==> src/hdl/rgb_convolution_3x3_top_assert.svh <==
// ----------------------------------------------------------------------------
// rgb_convolution_3x3_top_assert
// Assertion macros for the 3x3 RGB convolution filter.
// ----------------------------------------------------------------------------
`ifndef RGB_CONVOLUTION_3X3_TOP_ASSERT_SVH
`define RGB_CONVOLUTION_3X3_TOP_ASSERT_SVH
`ifndef SYNTHESIS
`define RCV_ASSERT_IMPL(label, clk, rst_n, prop) \
  label: assert property (@(posedge clk) disable iff (!rst_n) prop) \
    else $error("assertion failed");
`define RCV_ASSERT_NEVER(label, clk, rst_n, expr) \
  label: assert property (@(posedge clk) disable iff (!rst_n) !(expr)) \
    else $error("forbidden condition");
`else
`define RCV_ASSERT_IMPL(label, clk, rst_n, prop)
`define RCV_ASSERT_NEVER(label, clk, rst_n, expr)
`endif
`endif

==> src/hdl/rcv_pkg.sv <==
// ----------------------------------------------------------------------------
// rcv_pkg
// Types and constants shared by the 3x3 RGB convolution filter.
// ----------------------------------------------------------------------------
package rcv_pkg;

  typedef struct packed {
    logic [7:0] in_red;
    logic [7:0] in_green;
    logic [7:0] in_blue;
  } rcv_in_t;

  typedef struct packed {
    logic [7:0] out_red;
    logic [7:0] out_green;
    logic [7:0] out_blue;
    logic [9:0] out_row;
    logic [9:0] out_col;
    logic       frame_done;
  } rcv_out_t;

  localparam int unsigned CfgIdxBits = 3;
  localparam int unsigned CfgDataBits = 48;
  localparam int unsigned SumBits = 30;
  localparam int unsigned DivBits = 12;
  localparam int unsigned GeomBits = 11;
  localparam int unsigned MaxWidth = 1024;
  localparam int unsigned MaxHeight = 1024;

  typedef enum logic [CfgIdxBits-1:0] {
    REG_COEF_TOP = 3'd0,
    REG_COEF_MID = 3'd1,
    REG_COEF_BOT = 3'd2,
    REG_DIVISOR  = 3'd3,
    REG_WIDTH    = 3'd4,
    REG_HEIGHT   = 3'd5
  } rcv_reg_t;

  typedef struct packed {
    logic                      start;
    logic signed [SumBits-1:0] dividend;
    logic [DivBits-1:0]        divisor;
  } rcv_div_req_t;

  typedef struct packed {
    logic       busy;
    logic       done;
    logic [7:0] value;
  } rcv_div_rsp_t;

endpackage

==> src/hdl/rcv_divider.sv <==
// ----------------------------------------------------------------------------
// rcv_divider
// Restoring divider, one quotient bit per cycle, truncating toward zero,
// with the quotient clamped to 0..255.
// ----------------------------------------------------------------------------
module rcv_divider
  import rcv_pkg::*;
(
  input  logic         clk,
  input  logic         rst_n,
  input  rcv_div_req_t req,
  output rcv_div_rsp_t rsp
);

  localparam int unsigned CntBits = $clog2(SumBits + 1);

  logic               busy_r, busy_nxt;
  logic               done_r, done_nxt;
  logic [CntBits-1:0] cnt_r, cnt_nxt;
  logic [SumBits-1:0] quo_r, quo_nxt;
  logic [DivBits:0]   rem_r, rem_nxt;
  logic [DivBits-1:0] den_r, den_nxt;
  logic               neg_r, neg_nxt;
  logic [DivBits:0]   trial;
  logic [DivBits:0]   diff;

  always_comb begin
    busy_nxt = busy_r;
    done_nxt = 1'b0;
    cnt_nxt  = cnt_r;
    quo_nxt  = quo_r;
    rem_nxt  = rem_r;
    den_nxt  = den_r;
    neg_nxt  = neg_r;
    trial    = {rem_r[DivBits-1:0], quo_r[SumBits-1]};
    diff     = trial - {1'b0, den_r};
    if (req.start) begin
      busy_nxt = 1'b1;
      cnt_nxt  = CntBits'(SumBits);
      neg_nxt  = req.dividend[SumBits-1];
      quo_nxt  = req.dividend[SumBits-1] ? SumBits'(-req.dividend)
                                         : SumBits'(req.dividend);
      rem_nxt  = '0;
      den_nxt  = (req.divisor == '0) ? DivBits'(1) : req.divisor;
    end else if (busy_r) begin
      if (!diff[DivBits]) begin
        rem_nxt = diff;
        quo_nxt = {quo_r[SumBits-2:0], 1'b1};
      end else begin
        rem_nxt = trial;
        quo_nxt = {quo_r[SumBits-2:0], 1'b0};
      end
      cnt_nxt = cnt_r - CntBits'(1);
      if (cnt_r == CntBits'(1)) begin
        busy_nxt = 1'b0;
        done_nxt = 1'b1;
      end
    end
  end

  always_ff @(posedge clk) begin
    if (!rst_n) begin
      busy_r <= 1'b0;
      done_r <= 1'b0;
      cnt_r  <= '0;
    end else begin
      busy_r <= busy_nxt;
      done_r <= done_nxt;
      cnt_r  <= cnt_nxt;
    end
    quo_r <= quo_nxt;
    rem_r <= rem_nxt;
    den_r <= den_nxt;
    neg_r <= neg_nxt;
  end

  assign rsp.busy  = busy_r;
  assign rsp.done  = done_r;
  assign rsp.value = (neg_r || quo_r == '0) ? 8'd0 :
                     (quo_r > SumBits'(255)) ? 8'd255 : quo_r[7:0];

endmodule

==> config.mk <==
export PLATFORM = sky130hd
export DESIGN_NAME = rcv_divider
export DESIGN_NICKNAME = d
export VERILOG_FILES = /design/src/hdl/rgb_convolution_3x3_top_assert.svh /design/src/hdl/rcv_pkg.sv /design/src/hdl/rcv_divider.sv
export SDC_FILE = /design/constraint.sdc
export NUM_CORES = 1
export LEC_CHECK = 0
export ABC_AREA = 1
export ABC_CLOCK_PERIOD_IN_PS = 1800
export BUFFER_PORTS_ARGS = -buffer_cell sky130_fd_sc_hd__buf_2
export CAP_MARGIN = 20
export CORE_UTILIZATION = 40
export CTS_BUF_LIST = sky130_fd_sc_hd__clkbuf_16
export DETAILED_ROUTE_END_ITERATION = 6
export PLACE_DENSITY = 0.66
export SYNTH_ARGS = -nofsm -noshare
export SYNTH_HDL_FRONTEND = slang
export SYNTH_SLANG_ARGS = --single-unit
==> constraint.sdc <==
create_clock -name clk -period 1.8 [get_ports clk]
set_input_delay 0.18 -clock clk [delete_from_list [all_inputs] [get_ports clk]]
set_output_delay 0.18 -clock clk [all_outputs]
set_load 0.03 [all_outputs]
# ---- After elaboration in Yosys (flattened, before gate mapping)
# Index checks and enable logic that the tools add are counted.
dict set report classes {
  bitwise_logic 2
  addsub 3
  mux 13
  n_eq_ne 1
  order_cmp 1
  reduce_logical 6
}
# op n
set op_table {}
lappend op_table {{$mux W30} 3}
lappend op_table {{$gt A30 B8 Y1 const B} 1}
lappend op_table {{$logic_not A30 Y1} 1}
lappend op_table {{$neg A30 Y30} 1}
lappend op_table {{$mux W8} 2}
lappend op_table {{$sub A13 B12 Y13} 1}
lappend op_table {{$logic_not A12 Y1} 1}
lappend op_table {{$mux W12} 1}
lappend op_table {{$mux W5} 2}
lappend op_table {{$eq A5 B1 Y1 const B} 1}
lappend op_table {{$mux W1} 5}
lappend op_table {{$sub A5 B1 Y5 const B} 1}
lappend op_table {{$reduce_or A3 Y1} 1}
lappend op_table {{$not A1 Y1} 2}
lappend op_table {{$reduce_bool A2 Y1} 1}
lappend op_table {{$reduce_or A2 Y1} 1}
lappend op_table {{$logic_or A1 B1 Y1} 1}
dict set report totals {
  reg_bits 62
}

# ---- Longest topological paths before layout
# Gate-level depths: netlist of run 1.
dict set report logic_depth {
  ltp_word 4
  depth_mapped 14
}

# ---- Worst setup path after synthesis of run 1
# OpenSTA, ideal clock, no wires.
dict set report synth_path {
  path_kind {reg2reg}
  startpoint {reg quo_r[29]}
  endpoint {reg quo_r[0], data pin}
  required_time_ns 1.534
  n_path_buf 1
  path_slack_ns -0.176
  arrival_ns 1.710
  stages_incl_launch_ff 13
  cell_sequence {edfxtp_1 inv_1 ha_1 fa_1 inv_2 nand3_1 nand3_2 nand2_2 nand3_2 nand2_2 nand2_4 buf_12 o21ai_1}
}
dict set report synth_via {
  elab_chain_cells 4
}
# item line
set synth_lines {}
lappend synth_lines {{start: declaration} rcv_divider.sv:20} ;# logic [SumBits-1:0] quo_r, quo_nxt;
lappend synth_lines {{start signal: assignment} rcv_divider.sv:71} ;# quo_r <= quo_nxt;
lappend synth_lines {{$sub A13 B12 Y13} rcv_divider.sv:36} ;# diff = trial - {1'b0, den_r};
lappend synth_lines {{$mux W1} rcv_divider.sv:46} ;# if (!diff[DivBits]) begin
lappend synth_lines {{$mux W30} rcv_divider.sv:45} ;# end else if (busy_r) begin
lappend synth_lines {{$mux W30} rcv_divider.sv:37} ;# if (req.start) begin
lappend synth_lines {{named net quo_nxt[0]} rcv_divider.sv:20}
# The timed path passes the listed nets, and every way through them passes these cells. The select of a mux whose other input is x is not followed.
# A chain may end at the register's enable or synchronous reset.

==> impl_results.md, run 1 <==
* Critical path class: register to primary output
* Most crowded layer after global routing: met2
* Die Wd at 108 microns
* Fmax at about 480 MHz
* Vias post-DR at between 4000 and 5000
* H-tree Lvls at 3
* Hold Crit Class: input port to register
* Fraction of registers with async set/reset at 0
* Drt total wl at 10900 microns
* Slowest stage cell, crit path: edfxtp_1
* Largest area contributor in the netlist: edfxtp_1
* Initial antenna violation count at 0
* Actual slew at the worst max-slew pin at 0.623 ns
* CTS root buf: clkbuf_16
* Fin crit share at 1.15
* Die area at 11600 sq um
* IO Port Bufs at 54
* Critical path arrival at roughly 1.9 ns
* Multiplexer area fraction after synthesis at 0
* Synth area leaders: edfxtp_1 (29%), nand2_1 (14%), dfxtp_1 (8.5%)
* R2R Path Start: quo_r[29]
* Core area at 10800 sq um
* Critical Path End: rsp[4]
* Util after Layout at 0.517
* Crit path max-delay family: simple AND/OR/NAND/NOR gates
* Setup Viol. Count Final at 21
* WL per Instance at between 10 and 15 microns
* Hold WS at a little under 0.04 ns
* TritonRoute pass-1 iters at 4
* Share of cells above drive strength 1 at 0.257
* Grt ovf at 0
* TritonCTS clock tree: built
* Met2 capacity usage during global routing at 0.343
* DRC at 0
* Critical path depth at 7
* Post-Syn Nets at a little under 700
* Diodes inserted at 0
* Setup TNS at -4.82 ns
* Area fraction of the dominant cell type after synthesis at 0.289
* Ys flop type: edfxtp_1
* Part of the Yosys area used for sequential elements at 0.374
* Cell Area, Synth at 4470 sq um
* R2r setup slk at -0.26 ns
* Placed Cells at slightly above 800
* Starting Density at 0.412
* Worst R2R End: rem_r[6]
* CTS max path bufs at 2
* Crit path launch: quo_r[25]
* CP required at about 1.6 ns
* Clk Latency, worst-skew pair at 0.33 ns
* Worst Path Buf+Inv at 1
* Crit path time final at slightly above 2 ns
* Finished Layout Cells at 840
* Die Y at around 110 microns
* Vias in the first global route at ~4000
* Pwr/cell area at ~770 nW/um^2
* Worst vdd ir at 400 uV
* Grt met3 use at 0.0406
* Synth cell count leaders: nand2_1 (164), inv_1 (78), nor2_1 (70), edfxtp_1 (43), nand3_1 (41)
* Clock-pin slew on the worst setup and hold paths at roughly 0.05 ns
* Via/cell ratio at between 4 and 5
* Failing checks: setup timing
* Final HPWL DP at 8230 microns
* Post-synthesis compound-gate area fraction at 0.0717
* Area grow syn2layout at 25.6%
* Ports at 55
* Max-Cap Viols at 0
* Netlist cell types at 41
* Yosys reg bits at just over 60
* NumNets Final at 756
* Status: complete, but fails checks
* Final ANT Viol Nets at 0
* Clk sinks at 62
* Largest family of logic cells by synthesized area: simple AND/OR/NAND/NOR gates
* Largest net degree at the start of global routing at 46
* Fill cell count at between 1000 and 1500
* Setup crit start kind: register
* Post-synthesis xor/xnor area fraction at 0.0431
* Post-synth EDFFs at 43
* Met1 usage at 0.245
* GPL Wtd Cong at slightly below 0.9
* Inserted Clock Buffers at 9
* Max FO, Critical Path at 7
* Max Clock Skew at between 0.006 and 0.007 ns
* DRT iter0 DRCs at ~180
* Synth Area in Simple Gates at 0.356
* Slowest stage delay, CP at ~0.40 ns
* Synth Instances at between 600 and 700
* First-pass GRT wire length at about 18000 microns
* RSZ-0062 raised after global routing: yes
* Synth Area per Inst at about 7.3 sq um
* Depth of the worst register-to-register path at 16
* Yosys warns at 0
* Most frequent cell after synthesis: nand2_1
* Relative slew slack at 0.580
* Setup ws final at -0.266 ns
* Overall global routing resource usage at 0.200
* Synthesized-area fraction occupied by adder cells at 0.0465
* Pins Over Slew Limit at 0
* Fin. Hold Viols at 0
* Crit. End Element: primary output
* Critical path cell sequence: nor4_1, nand3_2, nor2_4, nand2_2, o21bai_4, nor2_1, buf_4
* Leakage at roughly 0.0027 uW
* Site Rows at 38
* Cts hold-fix bufs at 0
==> sequential cells by signal, summed over array words and instances, names as in the netlist <==
name / flops
neg_r: 1
den_r: 12
done_r: 1
busy_r: 1
rem_r: 12
cnt_r: 5
quo_r: 30
==> routing by layer <==
metal | vias up | wire (microns)
met2 | 92 | 5300
li1 | 2130 | -
met5 | - | 0
met4 | 0 | 192
met1 | 1940 | 4990
met3 | 13 | 419
==> how the worst min path moves through the flow <==
stage	endpoint	slack, ns	depth (start not counted)	from
floorplan	neg_r	0.28	0	req[41]
global placement	den_r[5]	0.37	1	req[5]
detailed placement	den_r[6]	0.37	1	req[6]
CTS	den_r[6]	0.03	1	req[6]
global route	den_r[3]	0.03	1	req[3]
finish	den_r[3]	0.04	1	req[3]
==> what timing repair did <==
action | CTS | global route
gates resized for setup | 21 | 17
buffers inserted | 7 | 4
cloned | 1 | 1
pin swaps | 16 | 4
endpoints found under the setup margin | 21 | 21
==> cell usage in the layout, fill, tap and decap left out, types with 3 or more instances in the layout <==
cell type / Yosys / final
o21ai_1: 12 / 12
buf_12: 1 / 5
buf_6: 2 / 4
nor4_1: 5 / 5
a31oi_1: 6 / 6
nand2_2: 14 / 20
edfxtp_1: 43 / 43
clkinv_1: 1 / 4
nand3_2: 11 / 13
o211ai_1: 3 / 3
buf_4: 2 / 40
ha_1: 15 / 14
nor2_1: 70 / 64
nand2_4: 11 / 12
clkbuf_16: 0 / 9
nor2_2: 1 / 3
nor2_4: 1 / 5
nor3_1: 3 / 3
a21oi_1: 9 / 9
nand3_1: 41 / 39
xnor2_1: 3 / 3
dfxtp_1: 19 / 19
inv_1: 78 / 77
nand4_1: 15 / 15
xor2_1: 19 / 19
nand2_1: 164 / 158
o21ai_0: 19 / 19
inv_2: 11 / 12
buf_2: 3 / 46
==> cells by family after synthesis <==
family	Yosys count
AO/OA/AOI/OAI	56
flip-flops	62
buffers and inverters	117
AND/OR/NAND/NOR	340
adder cells (fa/ha/maj)	16
XOR/XNOR	22
==> stage by stage <==
step	setup WS, ns	power [uW]	instance area [sq um]
6_report	-0.266	4290	5610
5_1_grt	-0.377	4500	5610
4_1_cts	-0.300	4300	5520
3_3_place_gp	-0.0457	2460	5060
2_1_floorplan	-0.0740	2200	4480
3_5_place_dp	-0.134	2480	5060
==> final cells by class <==
cell class	count	area, sq um	area share
multi-input cells	435	2410	0.429
flip-flops and latches	62	1670	0.298
repair buffers	96	703	0.125
clock inverters	7	80.1	0.0143
clock buffers	9	225	0.0402
well taps	140	175	0.0312
inverters	91	348	0.0620
==> report_power, final <==
part,internal [uW],total (uW),switching (uW)
Combinational,312,764,452
Clock,1190,1780,596
Sequential,1670,1750,73.5
Total,3170,4290,1120
Power figures use the tool's default switching activity.
==> run 2: changes to the inputs <==
==> constraint.sdc (replaced) <==
create_clock -name clk -period 1.8 [get_ports clk]
set_input_delay 0.18 -clock clk [delete_from_list [all_inputs] [get_ports clk]]
set_output_delay 0.18 -clock clk [all_outputs]
set_load 0.01 [all_outputs]
==> run 2 against run 1 <==
Compared with the run above: the flow still finishes with violations (setup timing); global-route usage up 0.32 points; register-to-register slack better by 0.05 ns; die area did not move; total power fell by 8.1%; worst setup slack improved by 0.048 ns; clock skew is essentially flat; sequential power is essentially flat; combinational power down 6.3%; final cell count is 0.83% lower; first-iteration DRC count fell by 8.0%; utilization decreased by 1.6 points; sequential cell count stayed put.
==> impl_results.md, run 2 (synthesis gave the netlist of run 1 again) <==
* Pins Over Slew Limit at 0
* Vias in the first global route at between 4000 and 5000
* Worst R2R End: rem_r[11]
* Share of cells above drive strength 1 at 0.240
* Largest Register: quo_r
* Relative slew slack at 0.589
* Starting Density at 0.412
* Failing checks: setup timing
* Hold WS at 0.0376 ns
* CTS root buf: clkbuf_16
* Regs by FF count: quo_r: 30 flops, den_r: 12 flops, rem_r: 12 flops
* Ports at 55
* Commonest non-fill, non-tap cells in the layout: nand2_1 (162), inv_1 (79), nor2_1 (66), buf_2 (54), edfxtp_1 (43)
* H-tree Lvls at 3
* Critical path class: register to primary output
* RSZ-0062 raised after global routing: yes
* Max-Cap Viols at 0
* Commonest non-fill, non-tap cell in the layout: nand2_1
* Util after Layout at 0.501
* GPL Wtd Cong at ~0.93
* Drt total wl at 10700 microns
* Pre-CTS WS at -0.114 ns
* Site Rows at 38
* Crit path time final at between 2 and 2.5 ns
* Max FO, Critical Path at 7
* First-pass GRT wire length at around 18000 microns
* Actual slew at the worst max-slew pin at roughly 0.61 ns
* Hold Path Depth at 1
* Crit. End Element: primary output
* Max Clock Skew at roughly 0.0061 ns
* Inserted Clock Buffers at 9
* Die area at between 10000 and 15000 sq um
* Vias post-DR at about 4100
* Die Wd at ~110 microns
* Hold Crit Class: input port to register
* R2r setup slk at -0.21 ns
* Depth of the worst register-to-register path at 13
* Final HPWL DP at 8180 microns
* Die Y at between 100 and 150 microns
* Grt ovf at 0
* Overall global routing resource usage at 0.204
* Final ANT Viol Nets at 0
* NumNets Final at approximately 750
* Area grow syn2layout at 21.7%
* Clk Latency, worst-skew pair at 0.33 ns
* Leakage at ~0.0026 uW
* Core area at 10800 sq um
* Fin crit share at 1.12
* DRC at 0
* Finished Layout Cells at 833
* Critical path arrival at about 1.8 ns
* TritonCTS clock tree: built
* DRT iter0 DRCs at approximately 160
* WL per Instance at 12.8 microns
* Max reg flops at 30
* Hold Crit Start: req[2]
* Min-Delay Endpoint: den_r[2]
* CTS max path bufs at 2
* TritonRoute pass-1 iters at 4
* Status: complete, but fails checks
* Placed Cells at a little over 800
* Setup Viol. Count Final at 21
* Setup ws final at -0.218 ns
* Setup crit start kind: register
* Worst vdd ir at approximately 420 uV
* Clock-pin slew on the worst setup and hold paths at around 0.05 ns
* Fill cell count at 1049
* Cts hold-fix bufs at 0
* Fmax at 496 MHz
* Diodes inserted at 0
* Clk sinks at 62
* Via/cell ratio at approximately 5.0
* Largest net degree at the start of global routing at 46
* IO Port Bufs at 54
* R2R Path Start: quo_r[29]
* CP required at 1.62 ns
* Fin. Hold Viols at 0
* Pwr/cell area at around 730 nW/um^2
* Initial antenna violation count at 0
## run 2: cell types whose count changed in the layout (fill, tap and decap cells not counted), moves of 3 or more
cell,change
buf_4,-10
buf_2,+8
nand2_1,+4
nand2_2,-5
buf_6,-3
## run 2: through the flow
step | setup TNS [ns] | cell area [sq um] | power, uW
2_1_floorplan | -0.113 | 4480 | 2170
3_3_place_gp | -0.578 | 5060 | 2430
3_5_place_dp | -1.52 | 5060 | 2450
4_1_cts | -4.69 | 5420 | 3980
5_1_grt | -6.34 | 5440 | 4140
6_report | -3.85 | 5440 | 3950
## run 2: area by class of cell
type,count,area (sq um),share of cell area
clock buffer,9,225,0.0414
clock inverter,7,28.8,0.00529
inverter,91,345,0.0635
multi-input combinational,434,2370,0.437
sequential,62,1670,0.308
tap,140,175,0.0322
timing repair buffer,90,614,0.113
## run 2: per-layer routing
metal,global-route usage,vias to the layer above,share of wire
li1,-,2125,-
met1,0.250,1912,0.47
met2,0.354,93,0.48
met3,0.0418,13,0.038
met4,0.0665,0,0.012
met5,0,-,0
## run 2: how the worst max path moves through the flow
stage,end,cells past startpoint,start,slack [ns]
floorplan,quo_r[0],12,quo_r[29],-0.07
global placement,rem_r[10],13,quo_r[29],-0.05
detailed placement,rem_r[11],12,quo_r[29],-0.11
CTS,rsp[0],10,quo_r[29],-0.33
global route,quo_r[0],13,quo_r[29],-0.33
finish,rsp[1],10,quo_r[29],-0.22
## run 2: power breakdown
part	switching (uW)	internal (uW)	leakage, uW
logic	423	293	0.00190
registers	71.6	1670	0.000589
clock network	588	899	0.000138
total	1080	2870	0.00263
## run 2: worst max-delay path, cell delays in order (launching register included)
cell	delay, ns
edfxtp_1	0.39
buf_6	0.14
nor2_4	0.08
nand2_2	0.05
nor2_2	0.10
nand3_2	0.11
nor2_4	0.14
nand2_2	0.08
o21bai_4	0.19
nor2_1	0.08
buf_2	0.14
## run 2: repair_timing
item | in CTS | in global routing
cloned | 1 | 0
resized for setup | 12 | 5
endpoints found under the setup margin | 21 | 21
buffers inserted | 4 | 0
hold endpoints to repair | 0 | 0
pin swaps | 10 | 3
==> run 3: changes to the inputs <==
Settings changed: BUFFER_PORTS_ARGS -buffer_cell sky130_fd_sc_hd__buf_2 to -buffer_cell sky130_fd_sc_hd__buf_4.
==> run 3 against run 2 <==
Compared with the run above: the flow still finishes with violations (setup timing); worst setup slack got worse by 0.087 ns; clock skew barely moved; utilization grew 2.6 points; die area is the same; final cell count is 0.72% higher; combinational power up 8.4%; worst hold slack worse by 0.0025 ns; routed wire length up 5.3%; critical path depth is 3 lower; critical endpoint is now rsp[7].
==> impl_results.md, run 3 (synthesis gave the netlist of run 1 again) <==
* Status: complete, but fails checks
* Failing checks: setup timing
* Max Clock Skew at between 0.005 and 0.006 ns
* TritonRoute pass-1 iters at 5
* Fin crit share at 1.17
* WL per Instance at around 13 microns
* Site Rows at 38
* GPL Wtd Cong at 0.887
* H-tree Lvls at 3
* Clk Latency, worst-skew pair at between 0.3 and 0.4 ns
* CTS root buf: clkbuf_16
* Min-Delay Endpoint: den_r[2]
* Hold Path Depth at 1
* Final HPWL DP at approximately 8400 microns
* Setup TNS at -3.77 ns
* CTS max path bufs at 2
* Crit. End Element: primary output
* Commonest non-fill, non-tap cell in the layout: nand2_1
* CP required at about 1.6 ns
* Max-Cap Viols at 0
* Die area at between 10000 and 15000 sq um
* DRT iter0 DRCs at about 180
* Drt total wl at between 10000 and 15000 microns
* Setup crit start kind: register
* Overall global routing resource usage at 0.203
* DRC at 0
* Worst vdd ir at 442 uV
* Inserted Clock Buffers at 9
* Share of cells above drive strength 1 at 0.265
* Commonest non-fill, non-tap cells in the layout: nand2_1 (157), buf_4 (89), inv_1 (77), nor2_1 (64), edfxtp_1 (43)
* Critical path arrival at 1.92 ns
* Setup ws final at -0.305 ns
* Pins Over Slew Limit at 0
* Fmax at 475 MHz
* Diodes inserted at 0
* TritonCTS clock tree: built
* Hold Crit Start: req[2]
* Max FO, Critical Path at 7
* Depth of the worst register-to-register path at 14
* IO Port Bufs at 54
* Ports at between 50 and 60
* Pwr/cell area at around 730 nW/um^2
* Clock-pin slew on the worst setup and hold paths at around 0.050 ns
* Vias in the first global route at roughly 4000
* Largest Register: quo_r
* Vias post-DR at about 4200
* Hold WS at between 0.03 and 0.04 ns
* Initial antenna violation count at 0
* NumNets Final at 755
* Largest net degree at the start of global routing at 43
* Tot Pwr at approximately 4200 uW
* Critical path class: register to primary output
* First-pass GRT wire length at 18300 microns
* Core area at 10800 sq um
* Crit path time final at roughly 2.1 ns
* Worst R2R End: rem_r[9]
* Pre-CTS WS at -0.121 ns
* Relative slew slack at 0.717
* RSZ-0062 raised after global routing: yes
* Max reg flops at 30
* Cts hold-fix bufs at 0
* Leakage at ~0.0028 uW
* Hold Crit Class: input port to register
* Actual slew at the worst max-slew pin at about 0.42 ns
* R2r setup slk at -0.15 ns
* Grt ovf at 0
* Die Y at ~110 microns
* Starting Density at 0.412
* Die Wd at between 100 and 150 microns
* R2R Path Start: quo_r[29]
* Fin. Hold Viols at 0
* Regs by FF count: quo_r: 30 flops, den_r: 12 flops, rem_r: 12 flops
* Via/cell ratio at roughly 5.0
* Setup Viol. Count Final at 21
* Final ANT Viol Nets at 0
* Area grow syn2layout at 28.0%
* Clk sinks at between 60 and 70
run 3: cell count changes in the layout (fill, tap and decap cells not counted), sizes merged:
cell | previous run | this run
buf | 90 | 95
inv | 92 | 90
bufinv | 0 | 1
clkinv | 6 | 7
nand2 | 189 | 190
run 3: worst max-delay path by stage:
| stage | from | endpoint | slack, ns | cells past startpoint |
|---|---|---|---|---|
| final | quo_r[16] | rsp[7] | -0.30 | 7 |
| after detailed placement | quo_r[29] | rem_r[8] | -0.12 | 13 |
| after global routing | quo_r[29] | rsp[5] | -0.40 | 9 |
| after CTS | quo_r[16] | rsp[5] | -0.19 | 7 |
| after floorplan | quo_r[29] | quo_r[0] | -0.07 | 12 |
| after global placement | quo_r[29] | rem_r[10] | -0.04 | 13 |
run 3: report_power, final:
| part | switching (uW) | leakage [uW] | internal (uW) | total [uW] |
|---|---|---|---|---|
| Sequential | 73.0 | 0.000589 | 1670 | 1750 |
| Combinational | 434 | 0.00202 | 341 | 776 |
| Clock | 604 | 0.000145 | 1050 | 1650 |
| Total | 1110 | 0.00275 | 3060 | 4170 |
run 3: critical path, stage by stage, from the launching register on:
cell	delay, ns
edfxtp_1	0.38
nor4_1	0.35
nand3_1	0.18
nor2_2	0.18
nand2_2	0.08
o21bai_4	0.19
nor2_1	0.07
buf_4	0.14
run 3: metrics by stage:
step / utilization / instance area [sq um] / std cells
after floorplan: - / 4480 / 613
after global placement: 0.481 / 5220 / 814
after detailed placement: 0.481 / 5220 / 814
after CTS: 0.515 / 5590 / 837
after global routing: 0.527 / 5720 / 839
final: 0.527 / 5720 / 839
run 3: timing repair:
item / in CTS / in global routing
buffers inserted: 6 / 2
hold endpoints to repair: 0 / 0
pin swaps: 11 / 11
resized for setup: 10 / 25
setup endpoints to repair: 21 / 21
gates cloned: 1 / 0
run 3: metal layers:
metal  GRT usage  up-vias  share of wire
li1            -     2133              -
met1       0.245     1944           0.44
met2       0.351      110           0.49
met3      0.0381       24          0.044
met4      0.0861        0          0.024
met5           0        -              0
run 3: layout make-up:
class                      count  area [sq um]
fill                        1034          5120
multi-input combinational    435          2470
sequential                    62          1670
timing repair buffer          95           771
inverter                      91           345
clock buffer                   9           225
tap                          140           175
clock inverter                 7          56.3
